[src/hdl/atf_pkg.sv]
// Shared types and constants for the ar archive timestamp filter.
// No dependencies; used by atf_parser and ar_archive_timestamp_filter_unit.
`default_nettype none
package atf_pkg;

  localparam int SIZE_BITS = 34;
  localparam int SIG_LEN   = 8;
  localparam int REP_BITS  = $clog2(SIG_LEN);

  localparam logic [SIZE_BITS-1:0] SIZE_MAX = '1;

  localparam logic [7:0] SIG_BYTES [SIG_LEN] = '{
    8'h21, 8'h3c, 8'h61, 8'h72, 8'h63, 8'h68, 8'h3e, 8'h0a
  };

  localparam logic [5:0] HDR_TS_LO   = 6'd16;
  localparam logic [5:0] HDR_TS_END  = 6'd28;
  localparam logic [5:0] HDR_SZ_LO   = 6'd48;
  localparam logic [5:0] HDR_SZ_END  = 6'd58;
  localparam logic [5:0] HDR_LAST    = 6'd59;

  localparam logic [1:0] ST_OK         = 2'd0;
  localparam logic [1:0] ST_TRUNC_HDR  = 2'd1;
  localparam logic [1:0] ST_BAD_SIZE   = 2'd2;
  localparam logic [1:0] ST_TRUNC_DATA = 2'd3;

  typedef enum logic [2:0] {
    PH_SIG, PH_PASS, PH_HDR, PH_DATA, PH_PAD, PH_ERR
  } phase_t;

  typedef enum logic [1:0] {
    PS_SPACE, PS_SIGN, PS_DIGITS, PS_STOP
  } pstep_t;

  // one accepted byte turns into rep_cnt replayed signature words, then this word
  typedef struct packed {
    logic [REP_BITS-1:0] rep_cnt;
    logic [7:0]          data;
    logic                keep;
    logic                done;
    logic [1:0]          status;
  } run_t;

endpackage
`default_nettype wire

[src/hdl/atf_parser.sv]
// Archive state machine: signature match, header walk, size parse, data count.
// Depends on atf_pkg; produces one run descriptor per stepped byte.
`default_nettype none
module atf_parser (
  input  wire logic          clk,
  input  wire logic          rst_n,
  input  wire logic          step,
  input  wire logic [7:0]    data,
  input  wire logic          eod,
  input  wire logic          ar_en,
  output atf_pkg::run_t      desc
);
  import atf_pkg::*;

  phase_t               phase_r, phase_nxt;
  logic [3:0]           sig_idx_r, sig_idx_nxt;
  logic [5:0]           hdr_r, hdr_nxt;
  pstep_t               ps_r, ps_nxt;
  logic                 neg_r, neg_nxt;
  logic                 seen_r, seen_nxt;
  logic [SIZE_BITS-1:0] msize_r, msize_nxt;
  logic [SIZE_BITS-1:0] rem_r, rem_nxt;
  logic [1:0]           err_r, err_nxt;

  logic                 sig_match, sig_full, bad, in_size, ts_byte;
  logic [SIZE_BITS-1:0] rem_dec;
  logic                 ws, dig, go;
  logic [SIZE_BITS+3:0] m10;
  logic                 over;
  pstep_t               ps_p;
  logic                 neg_p, seen_p, ovf_p;
  logic [SIZE_BITS-1:0] msize_p;
  logic [1:0]           st;

  assign sig_match = ar_en && !sig_idx_r[3] && (data == SIG_BYTES[sig_idx_r[2:0]]);
  assign sig_full  = (sig_idx_r[2:0] == 3'(SIG_LEN - 1));
  assign bad       = (err_r != ST_OK) || !seen_r || (neg_r && (msize_r != '0));
  assign in_size   = (hdr_r >= HDR_SZ_LO) && (hdr_r < HDR_SZ_END);
  assign ts_byte   = (hdr_r >= HDR_TS_LO) && (hdr_r < HDR_TS_END);
  assign rem_dec   = rem_r - SIZE_BITS'(1);

  assign ws  = (data == 8'h20) || ((data >= 8'h09) && (data <= 8'h0d));
  assign dig = (data >= 8'h30) && (data <= 8'h39);
  assign m10 = ({4'b0, msize_r} << 3) + ({4'b0, msize_r} << 1)
             + {{SIZE_BITS{1'b0}}, data[3:0]};
  assign over = m10 > {4'b0, SIZE_MAX};

  // stoll-style size digit handling
  always_comb begin
    ps_p    = ps_r;
    neg_p   = neg_r;
    seen_p  = seen_r;
    msize_p = msize_r;
    ovf_p   = 1'b0;
    go      = (ps_r == PS_SIGN) || (ps_r == PS_DIGITS);
    if (ps_r == PS_SPACE) begin
      if (ws) begin
        go = 1'b0;
      end else if ((data == 8'h2b) || (data == 8'h2d)) begin
        neg_p = (data == 8'h2d);
        ps_p  = PS_SIGN;
        go    = 1'b0;
      end else begin
        go = 1'b1;
      end
    end
    if (go) begin
      if (dig) begin
        seen_p = 1'b1;
        ps_p   = PS_DIGITS;
        if (over) begin
          msize_p = SIZE_MAX;
          ovf_p   = 1'b1;
        end else begin
          msize_p = m10[SIZE_BITS-1:0];
        end
      end else begin
        ps_p = PS_STOP;
      end
    end
  end

  // next state
  always_comb begin
    phase_nxt   = phase_r;
    sig_idx_nxt = sig_idx_r;
    hdr_nxt     = hdr_r;
    ps_nxt      = ps_r;
    neg_nxt     = neg_r;
    seen_nxt    = seen_r;
    msize_nxt   = msize_r;
    rem_nxt     = rem_r;
    err_nxt     = err_r;
    case (phase_r)
      PH_SIG: begin
        if (sig_match) begin
          if (sig_full) begin
            phase_nxt = PH_HDR;
            hdr_nxt   = '0;
          end else begin
            sig_idx_nxt = sig_idx_r + 4'd1;
          end
        end else begin
          phase_nxt = PH_PASS;
        end
      end
      PH_PASS: begin
      end
      PH_HDR: begin
        if (hdr_r == '0) begin
          ps_nxt    = PS_SPACE;
          neg_nxt   = 1'b0;
          seen_nxt  = 1'b0;
          msize_nxt = '0;
        end
        if (in_size) begin
          ps_nxt    = ps_p;
          neg_nxt   = neg_p;
          seen_nxt  = seen_p;
          msize_nxt = msize_p;
          if (ovf_p) err_nxt = ST_BAD_SIZE;
        end
        if (hdr_r == HDR_LAST) begin
          hdr_nxt = '0;
          if (bad) begin
            err_nxt   = ST_BAD_SIZE;
            phase_nxt = PH_ERR;
          end else if (msize_r != '0) begin
            rem_nxt   = msize_r;
            phase_nxt = PH_DATA;
          end
        end else begin
          hdr_nxt = hdr_r + 6'd1;
        end
      end
      PH_DATA: begin
        rem_nxt = rem_dec;
        if (rem_dec == '0) begin
          phase_nxt = msize_r[0] ? PH_PAD : PH_HDR;
          hdr_nxt   = '0;
        end
      end
      PH_PAD: begin
        phase_nxt = PH_HDR;
        hdr_nxt   = '0;
      end
      default: begin
      end
    endcase
    if (eod) begin
      phase_nxt   = PH_SIG;
      sig_idx_nxt = '0;
      hdr_nxt     = '0;
      ps_nxt      = PS_SPACE;
      neg_nxt     = 1'b0;
      seen_nxt    = 1'b0;
      msize_nxt   = '0;
      rem_nxt     = '0;
      err_nxt     = ST_OK;
    end
  end

  // descriptor for the output run
  always_comb begin
    desc.data    = data;
    desc.done    = eod;
    desc.keep    = 1'b1;
    desc.rep_cnt = '0;
    st           = ST_OK;
    case (phase_r)
      PH_SIG: begin
        if (sig_match && !sig_full && !eod) begin
          desc.keep = 1'b0;
        end else if (sig_match && sig_full) begin
          desc.keep = 1'b0;
        end else begin
          desc.rep_cnt = sig_idx_r[3] ? REP_BITS'(SIG_LEN - 1) : sig_idx_r[2:0];
        end
      end
      PH_PASS: begin
      end
      PH_HDR: begin
        desc.keep = !ts_byte;
        if (hdr_r == HDR_LAST) begin
          if (bad) st = ST_BAD_SIZE;
          else if (msize_r != '0) st = ST_TRUNC_DATA;
        end else begin
          st = ST_TRUNC_HDR;
        end
      end
      PH_DATA: begin
        if (rem_dec != '0) st = ST_TRUNC_DATA;
      end
      PH_PAD: begin
        desc.keep = 1'b0;
      end
      default: begin
        desc.keep = 1'b0;
        st        = err_r;
      end
    endcase
    desc.status = eod ? st : ST_OK;
  end

  always_ff @(posedge clk) begin
    if (!rst_n) begin
      phase_r   <= PH_SIG;
      sig_idx_r <= '0;
      hdr_r     <= '0;
      ps_r      <= PS_SPACE;
      neg_r     <= 1'b0;
      seen_r    <= 1'b0;
      msize_r   <= '0;
      rem_r     <= '0;
      err_r     <= ST_OK;
    end else if (step) begin
      phase_r   <= phase_nxt;
      sig_idx_r <= sig_idx_nxt;
      hdr_r     <= hdr_nxt;
      ps_r      <= ps_nxt;
      neg_r     <= neg_nxt;
      seen_r    <= seen_nxt;
      msize_r   <= msize_nxt;
      rem_r     <= rem_nxt;
      err_r     <= err_nxt;
    end
  end

  a_hdr_range: assert property (@(posedge clk) disable iff (!rst_n)
    hdr_r <= HDR_LAST) else $error("header index past end");
  a_err_phase: assert property (@(posedge clk) disable iff (!rst_n)
    (phase_r == PH_ERR) |-> (err_r == ST_BAD_SIZE)) else $error("error phase without code");
  a_data_rem: assert property (@(posedge clk) disable iff (!rst_n)
    (phase_r == PH_DATA) |-> (rem_r != '0)) else $error("data phase with nothing left");

endmodule
`default_nettype wire

[src/hdl/ar_archive_timestamp_filter_unit.sv]
// Top level of the ar archive timestamp filter: input register, parser, output run.
// Depends on atf_pkg and atf_parser.
// A byte passes through the input register and then the output run register before its result appears.
// Throughput: one byte per cycle while out_stall is low; a signature mismatch
// replays up to 7 stored signature words ahead of the current one, one word per
// cycle, while the next byte waits in the input register.
// Reset (rst_n low, synchronous): parser state cleared, both stages empty, ar mode on.
`default_nettype none
module ar_archive_timestamp_filter_unit (
  input  wire logic       clk,
  input  wire logic       rst_n,
  input  wire logic       in_valid,
  output logic            in_stall,
  input  wire logic [7:0] in_byte,
  input  wire logic       in_end_of_data,
  output logic            out_valid,
  input  wire logic       out_stall,
  output logic [7:0]      out_byte,
  output logic            out_keep,
  output logic            out_run_last,
  output logic            out_stream_done,
  output logic [1:0]      out_status,
  input  wire logic       cfg_valid,
  output logic            cfg_ready,
  input  wire logic       cfg_data
);
  import atf_pkg::*;

  logic                in_vld_r, in_vld_nxt;
  logic [7:0]          in_byte_r;
  logic                in_eod_r;
  logic                ar_en_r;
  logic                run_vld_r, run_vld_nxt;
  run_t                run_r;
  run_t                desc;
  logic [REP_BITS-1:0] rep_idx_r, rep_idx_nxt;
  logic                at_last, finishing, move, accept;

  assign at_last   = (rep_idx_r == run_r.rep_cnt);
  assign finishing = run_vld_r && at_last && !out_stall;
  assign move      = in_vld_r && (!run_vld_r || finishing);
  assign in_stall  = in_vld_r && !move;
  assign accept    = in_valid && !in_stall;
  assign cfg_ready = 1'b1;

  atf_parser u_parser (
    .clk   (clk),
    .rst_n (rst_n),
    .step  (move),
    .data  (in_byte_r),
    .eod   (in_eod_r),
    .ar_en (ar_en_r),
    .desc  (desc)
  );

  always_comb begin
    in_vld_nxt  = in_vld_r;
    run_vld_nxt = run_vld_r;
    rep_idx_nxt = rep_idx_r;
    if (accept) in_vld_nxt = 1'b1;
    else if (move) in_vld_nxt = 1'b0;
    if (move) begin
      run_vld_nxt = 1'b1;
      rep_idx_nxt = '0;
    end else if (finishing) begin
      run_vld_nxt = 1'b0;
    end else if (run_vld_r && !out_stall) begin
      rep_idx_nxt = rep_idx_r + REP_BITS'(1);
    end
  end

  assign out_valid       = run_vld_r;
  assign out_byte        = at_last ? run_r.data : SIG_BYTES[rep_idx_r];
  assign out_keep        = at_last ? run_r.keep : 1'b1;
  assign out_run_last    = at_last;
  assign out_stream_done = at_last && run_r.done;
  assign out_status      = at_last ? run_r.status : ST_OK;

  always_ff @(posedge clk) begin
    if (!rst_n) begin
      in_vld_r  <= 1'b0;
      run_vld_r <= 1'b0;
      rep_idx_r <= '0;
      ar_en_r   <= 1'b1;
    end else begin
      in_vld_r  <= in_vld_nxt;
      run_vld_r <= run_vld_nxt;
      rep_idx_r <= rep_idx_nxt;
      if (cfg_valid && cfg_ready) ar_en_r <= cfg_data;
    end
  end

  always_ff @(posedge clk) begin
    if (accept) begin
      in_byte_r <= in_byte;
      in_eod_r  <= in_end_of_data;
    end
    if (move) run_r <= desc;
  end

  a_rep_bound: assert property (@(posedge clk) disable iff (!rst_n)
    run_vld_r |-> (rep_idx_r <= run_r.rep_cnt)) else $error("replay index past count");
  a_run_holds: assert property (@(posedge clk) disable iff (!rst_n)
    (run_vld_r && !at_last) |=> run_vld_r) else $error("run dropped before last word");
  a_replay_kept: assert property (@(posedge clk) disable iff (!rst_n)
    (run_vld_r && !at_last) |-> (out_keep && !out_stream_done && (out_status == ST_OK)))
    else $error("replayed word with wrong flags");
  a_no_overrun: assert property (@(posedge clk) disable iff (!rst_n)
    (run_vld_r && out_stall) |=> (run_vld_r && $stable(rep_idx_r)))
    else $error("stalled run advanced");

endmodule
`default_nettype wire

[config.mk]
export PLATFORM = sky130hd
export DESIGN_NAME = ar_archive_timestamp_filter_unit
export DESIGN_NICKNAME = d
export VERILOG_FILES = /design/src/hdl/atf_pkg.sv /design/src/hdl/atf_parser.sv /design/src/hdl/ar_archive_timestamp_filter_unit.sv
export SDC_FILE = /design/constraint.sdc
export NUM_CORES = 1
export LEC_CHECK = 0
export BUFFER_PORTS_ARGS = -buffer_cell sky130_fd_sc_hd__buf_2
export CAP_MARGIN = 5
export CELL_PAD_IN_SITES_DETAIL_PLACEMENT = 0
export CELL_PAD_IN_SITES_GLOBAL_PLACEMENT = 1
export CORE_MARGIN = 8
export CORE_UTILIZATION = 52
export DETAILED_ROUTE_END_ITERATION = 10
export HOLD_SLACK_MARGIN = 0.06
export PLACE_DENSITY_LB_ADDON = 0.1
export SYNTH_ARGS = -nofsm -noshare
export SYNTH_HDL_FRONTEND = slang
export SYNTH_HIERARCHICAL = 1
export SYNTH_SLANG_ARGS = --single-unit
[constraint.sdc]
create_clock -name clk -period 5.9 [get_ports clk]
set_input_delay 1.475 -clock clk [delete_from_list [all_inputs] [get_ports clk]]
set_output_delay 1.475 -clock clk [all_outputs]
set_load 0.01 [all_outputs]
== Yosys cells after proc, flatten, opt, wreduce, memory -nomap -nowiden ==
Memory sizes are Yosys's and may differ from the RTL's.
Cells that the tools add are included.
Storage, ports and cells
  bits in registers: 117
  memory bits (read-only): 128
  input port bits: 15
  memories kept: 2
Memories
  (name not given): depth 8, width 8, rd ports 1, clocked after Yosys merged registers in 0, wr ports 0, RTL line atf_parser.sv:35  | assign sig_match = ar_en && !sig_idx_r[3] && (data == SIG_BYTES[sig_idx_r[2:0]]);
  (name not given): depth 8, width 8, rd ports 1, clocked after Yosys merged registers in 0, wr ports 0, RTL line ar_archive_timestamp_filter_unit.sv:73  | assign out_byte = at_last ? run_r.data : SIG_BYTES[rep_idx_r];
Cells by class
  add/sub/neg operators: 6
  $lt $le $gt $ge: 11
  equal/unequal tests: 30
  mux-type cells: 84
  bitwise gates (word level): 5
  reductions and logical operators: 60
Operators by type and width (count)
  $mux W34: 11
  $pmux W34 S2: 1
  $reduce_bool A34 Y1: 2
  $mux W8: 5
  $add A37 B35 Y38: 1
  $add A38 B4 Y38: 1
  $gt A38 B34 Y1 const B: 1
  $mux W2: 19
  $logic_not A34 Y1: 1
  $sub A34 B1 Y34 const B: 1
  $mux W6: 5
  $mux W3: 9
  $mux W1: 26
  $eq A8 B6 Y1 const B: 3
  $pmux W6 S4: 1
  $ne A3 B3 Y1 const B: 6
  $reduce_and A6 Y1: 3
  $logic_and A1 B1 Y1: 17
  $mux W4: 4
  $ne A4 B4 Y1 const B: 4
  $ne A3 B2 Y1 const B: 5
  $reduce_and A5 Y1: 3
  $pmux W3 S4: 1
  $reduce_bool A2 Y1: 6
  37 further kinds: 60

== Longest topological paths before layout ==
  depth after elaboration: 12
  gate-level depth with buffers: 14
  gate-level depth less buffers: 11

== By module ==
The synthesis kept the hierarchy.
Modules (own cells, without submodules)
  atf_parser: instances 1, cells an instance 1044, area each 8047.7 um^2, sequential area each 1741.7 um^2
  ar_archive_timestamp_filter_unit: instances 1, cells an instance 96, area each 1331.3 um^2, sequential area each 840.8 um^2

== Worst setup path before layout ==
No wires, ideal clock.
  path type: input-to-reg
  start point: input port out_stall
  end point: register u_parser.msize_r[10]
  setup time: 59 ps
  data arrival time: 4083 ps
  data required time: 5841 ps
  path slack: 1757 ps
  cell stages on the path: 10
  buffers on the path: 3
  cells stage by stage: nand2b_1 -> a21oi_1 -> clkbuf_1 -> inv_1 -> nor2_1 -> and2_1 -> and3_1 -> clkbuf_1 -> clkbuf_1 -> a22o_1
On the way
  longest elaborated chain between the ends: 5
RTL lines
  start, declared: RTL line ar_archive_timestamp_filter_unit.sv:17  | input wire logic out_stall,
  $logic_not A1 Y1: RTL line ar_archive_timestamp_filter_unit.sv:40  | assign finishing = run_vld_r && at_last && !out_stall;
  $logic_and A1 B1 Y1: RTL line ar_archive_timestamp_filter_unit.sv:40
  $logic_or A1 B1 Y1: RTL line ar_archive_timestamp_filter_unit.sv:41  | assign move = in_vld_r && (!run_vld_r || finishing);
  $logic_and A1 B1 Y1: RTL line ar_archive_timestamp_filter_unit.sv:41
  net move: RTL line ar_archive_timestamp_filter_unit.sv:37  | logic at_last, finishing, move, accept;
  $reduce_and A5 Y1 (no source line)
  end signal, assigned: RTL line atf_parser.sv:223  | msize_r <= msize_nxt;
  end, declared: RTL line atf_parser.sv:21  | logic [SIZE_BITS-1:0] msize_r, msize_nxt;
The timed path passes the listed nets, and every way through them passes these cells.
A chain may end at the register's enable or synchronous reset.

== Final worst setup path ==
  start point: register in_byte_r[3]
  end point: register u_parser.msize_r[33]
On the way
  longest elaborated chain between the ends: 8
  elaborated cells on any way between the ends: 25
  those cells by class: 1 x add/sub; 5 x order compare; 5 x eq/ne; 9 x mux; 5 x reduce/logical
RTL lines
  start, declared: RTL line ar_archive_timestamp_filter_unit.sv:30  | logic [7:0] in_byte_r;
  start signal, assigned: RTL line ar_archive_timestamp_filter_unit.sv:95  | in_byte_r <= in_byte;
  $add A38 B4 Y38: RTL line atf_parser.sv:45  | + {{SIZE_BITS{1'b0}}, data[3:0]};
  $gt A38 B34 Y1: RTL line atf_parser.sv:46  | assign over = m10 > {4'b0, SIZE_MAX};
  $mux W34: RTL line atf_parser.sv:71  | if (over) begin
  $mux W34: RTL line atf_parser.sv:68  | if (dig) begin
  $mux W34: RTL line atf_parser.sv:67  | if (go) begin
  $mux W34: RTL line atf_parser.sv:116  | if (in_size) begin
  $mux W34: RTL line atf_parser.sv:94  | case (phase_r)
  $mux W34: RTL line atf_parser.sv:150  | if (eod) begin
Several ways; a longest one is shown, not always the timed one. The select of a mux whose other input is x is not followed.

==> flow_metrics.py <==
metrics = {
    "floorplanning": {
        "pin_count": 31,
        "num_rows": 49,
        "dieArea_mm2": 0.0226,
        "core_area_mm2": 0.0178,
        "die_height_um": 150,
        "start_util_pct": 52.6,
        "die_w_um": 150,
    },
    "final_layout": {
        "areaGrowthSynthToFinish_pct": 8.15,
        "nets": 1217,
        "antenna_cells": 0,
        "final_area_mm2": 0.0101,
        "final_common_cell": "nor2_1",
        "fin_util_pct": 56.9,
        "layout_common_cells": "nor2_1, a21oi_1, dfxtp_1, nand2_1, ha_1",
        "drive_gt1_share_pct": 9.84,
    },
    "clocking": {
        "cts-root-buf": "clkbuf_16",
        "tritoncts": "done",
        "ctsHoldBuffers": 0,
        "worstSkewPairLatency_ns": 0.42,
        "post_cts_buffers": 0,
        "clock_path_buffers": 2,
        "h-tree-depth": 4,
        "ctsResizeCount": 0,
        "cts_buffers": 17,
        "cts_sinks": 117,
        "clk_pin_slew_ns": 0.06,
    },
    "logic_synthesis": {
        "ys_top_cells_by_area": "dfxtp_1, ha_1, edfxtp_1",
        "synth_nets": 1242,
        "ys_types": 94,
        "synth_edf_count": 24,
        "syn-mean-instance-area_um2": 8.23,
        "synth_top_flop_cell": "dfxtp_1",
        "ys_ff_latch": 117,
        "syn_inst": 1140,
        "netlist_area_mm2": 0.00938,
        "yosys.area.top_type": "dfxtp_1",
        "ys.warnings.count": 6,
        "postSynth.asyncResetShare_pct": 0,
        "yosysTopAreaCellShare_pct": 19.9,
        "synth-seq-area-share_pct": 27.5,
    },
    "sta": {
        "worstMarginPinSlew_ns": 1.20,
        "setup_viol": 0,
        "slew_headroom_pct": 20.2,
        "hold_viol": 0,
        "fin_tns_setup_ns": 0,
        "final.min_clock_period_ns": 4.53,
        "rsz0062_at_grt": "false",
        "period_share_pct": 76.7,
        "clock_skew_ns": 0.0110,
        "fmax_ghz": 0.221,
        "final-max-slew-violation-count": 0,
    },
    "hold_path": {
        "holdPathStages": 2,
        "min_path_type": "reg2reg",
    },
    "global_routing": {
        "grt_usage_pct": 24.0,
        "grt_pass1_vias": 7878,
        "antenna_found_initial": 0,
        "grt_pass1_wl_um": 43200,
        "gr-total-overflow": 0,
        "grt_max_degree": 53,
    },
    "routing": {
        "routed_wl_um": 27100,
        "ant_nets": 0,
        "via_count": 8572,
        "wl_per_cell_um": 20.0,
        "drtIter0Drc": 926,
        "firstDrtPassIters": 5,
        "vias_per_cell": 6.32,
        "drc": 0,
    },
    "worst_setup_path": {
        "crit_chain": "fa_1 > ha_1 > a211o_1 > a211oi_1 > o31ai_1 > a21oi_1 > o21ai_0 > a311oi_4 > a31oi_1 > a221o_1",
        "worstSetupEndpointType": "register",
        "arrival_ns": 4.83,
        "startpoint_type": "register",
        "rr_worst_depth": 10,
        "cp_max_fo": 21,
        "path_depth": 10,
        "crit_path_top_delay_cell": "a311oi_4",
        "cp_data_required_time_ns": 6.21,
        "critical_path_class": "reg2reg",
        "path_buf_inv": 0,
        "critPathMaxStageDelay_ns": 0.80,
        "cpLargestDelayFamily": "compound AO/OA/AOI/OAI gates",
    },
    "placement": {
        "gp_congestion": 0.914,
        "port_buffers": 29,
        "dp_hpwl_um": 20000,
        "dpl_cell_area_mm2": 0.00955,
    },
    "pwr": {
        "irDropWorstVdd_uv": 138,
        "leakagePower_nw": 4.28,
        "p_per_area_mw_per_mm2": 195,
        "p_total_w": 0.00198,
    },
    "job": {
        "drv_cap": 0,
    },
    "outcome": {
        "outcome": "finished clean",
    },
}
[worst register-to-register path: cells and delay by family (launching register included)]
family | cells | cell delay, ns
flops | 1 | 0.54
compound gates | 8 | 2.95
fa+ha+maj | 2 | 0.92
[logic make-up after synthesis]
family	Yosys count	share of synthesized area (%)
adders and majority gates	87	11.8
xor gates and xnor gates	51	5.04
other	1	0.0400
DFF	117	27.5
muxes	16	1.72
and+or+nand+nor	420	24.0
AOI/OAI and AO/OA	334	24.6
buffers and inverters	114	5.30
[cell usage after synthesis, types with 7 or more instances]
library cell and count:
o21ai_0 50, edfxtp_1 24, a21o_1 17, buf_2 7, buf_4 12, nor3_1 41
o21ai_1 9, nor2b_1 8, mux2i_1 15, nand3_1 17, inv_1 28, o211ai_1 20
a31oi_1 12, xnor2_1 25, clkbuf_1 64, nand2b_1 10, or3_1 20, ha_1 85
a211oi_1 8, nand4_1 42, a21oi_1 94, or2_2 8, o31ai_1 14, nor4_1 20
a22o_1 30, nor2_1 100, or4_1 12, dfxtp_1 93, xor2_1 24, nand2_1 88
and3_1 8
[through the flow]
stage	hold WS, ns	worst slack, ns	cells
2_1_floorplan	0.440	1.76	1140
3_3_place_gp	0.458	1.45	1325
3_5_place_dp	0.464	1.42	1325
4_1_cts	0.472	1.39	1357
5_1_grt	0.491	1.08	1357
6_report	0.471	1.37	1357
[registers in the layout, summed over array words and instances, names as in the netlist]
signal / cells
ar_en_r: 1
in_byte_r: 8
in_eod_r: 1
in_vld_r: 1
out_valid: 1
rep_idx_r: 3
run_r: 15
u_parser/err_r: 2
u_parser/hdr_r: 6
u_parser/msize_r: 34
u_parser/neg_r: 1
u_parser/phase_r: 3
u_parser/ps_r: 2
u_parser/rem_r: 34
u_parser/seen_r: 1
u_parser/sig_idx_r: 4
[metal layers]
| metal | vias up | track usage [%] | share of wire, % |
|---|---|---|---|
| met1 | 4034 | 33.9 | 49 |
| li1 | 4260 | - | - |
| met4 | 0 | 6.30 | 1.2 |
| met3 | 31 | 4.54 | 6.2 |
| met2 | 247 | 36.9 | 44 |
| met5 | - | 0 | 0 |
[report_power, final]
group / switching [W] / internal (W) / total, W
clock network: 0.000382 / 0.000658 / 0.00104
logic: 0.0000643 / 0.0000336 / 0.0000979
registers: 0.0000144 / 0.000830 / 0.000844
total: 0.000461 / 0.00152 / 0.00198
[final timing paths]
path / start / end / slack, ns
worst min register to register: u_parser/rem_r[33] / u_parser/rem_r[33] / 0.47
worst max-delay path: in_byte_r[3] / u_parser/msize_r[33] / 1.37
worst min-delay path: u_parser/rem_r[33] / u_parser/rem_r[33] / 0.47
worst max register to register: in_byte_r[3] / u_parser/msize_r[33] / 1.37
[cell type report]
type | count | area (um^2)
Clock buffer | 21 | 472
Clock inverter | 11 | 125
Fill cell | 1702 | 7700
Inverter | 29 | 109
Multi-Input combinational cell | 909 | 6330
Sequential cell | 117 | 2580
Tap cell | 229 | 287
Timing Repair Buffer | 41 | 235
Power figures use the tool's default switching activity.
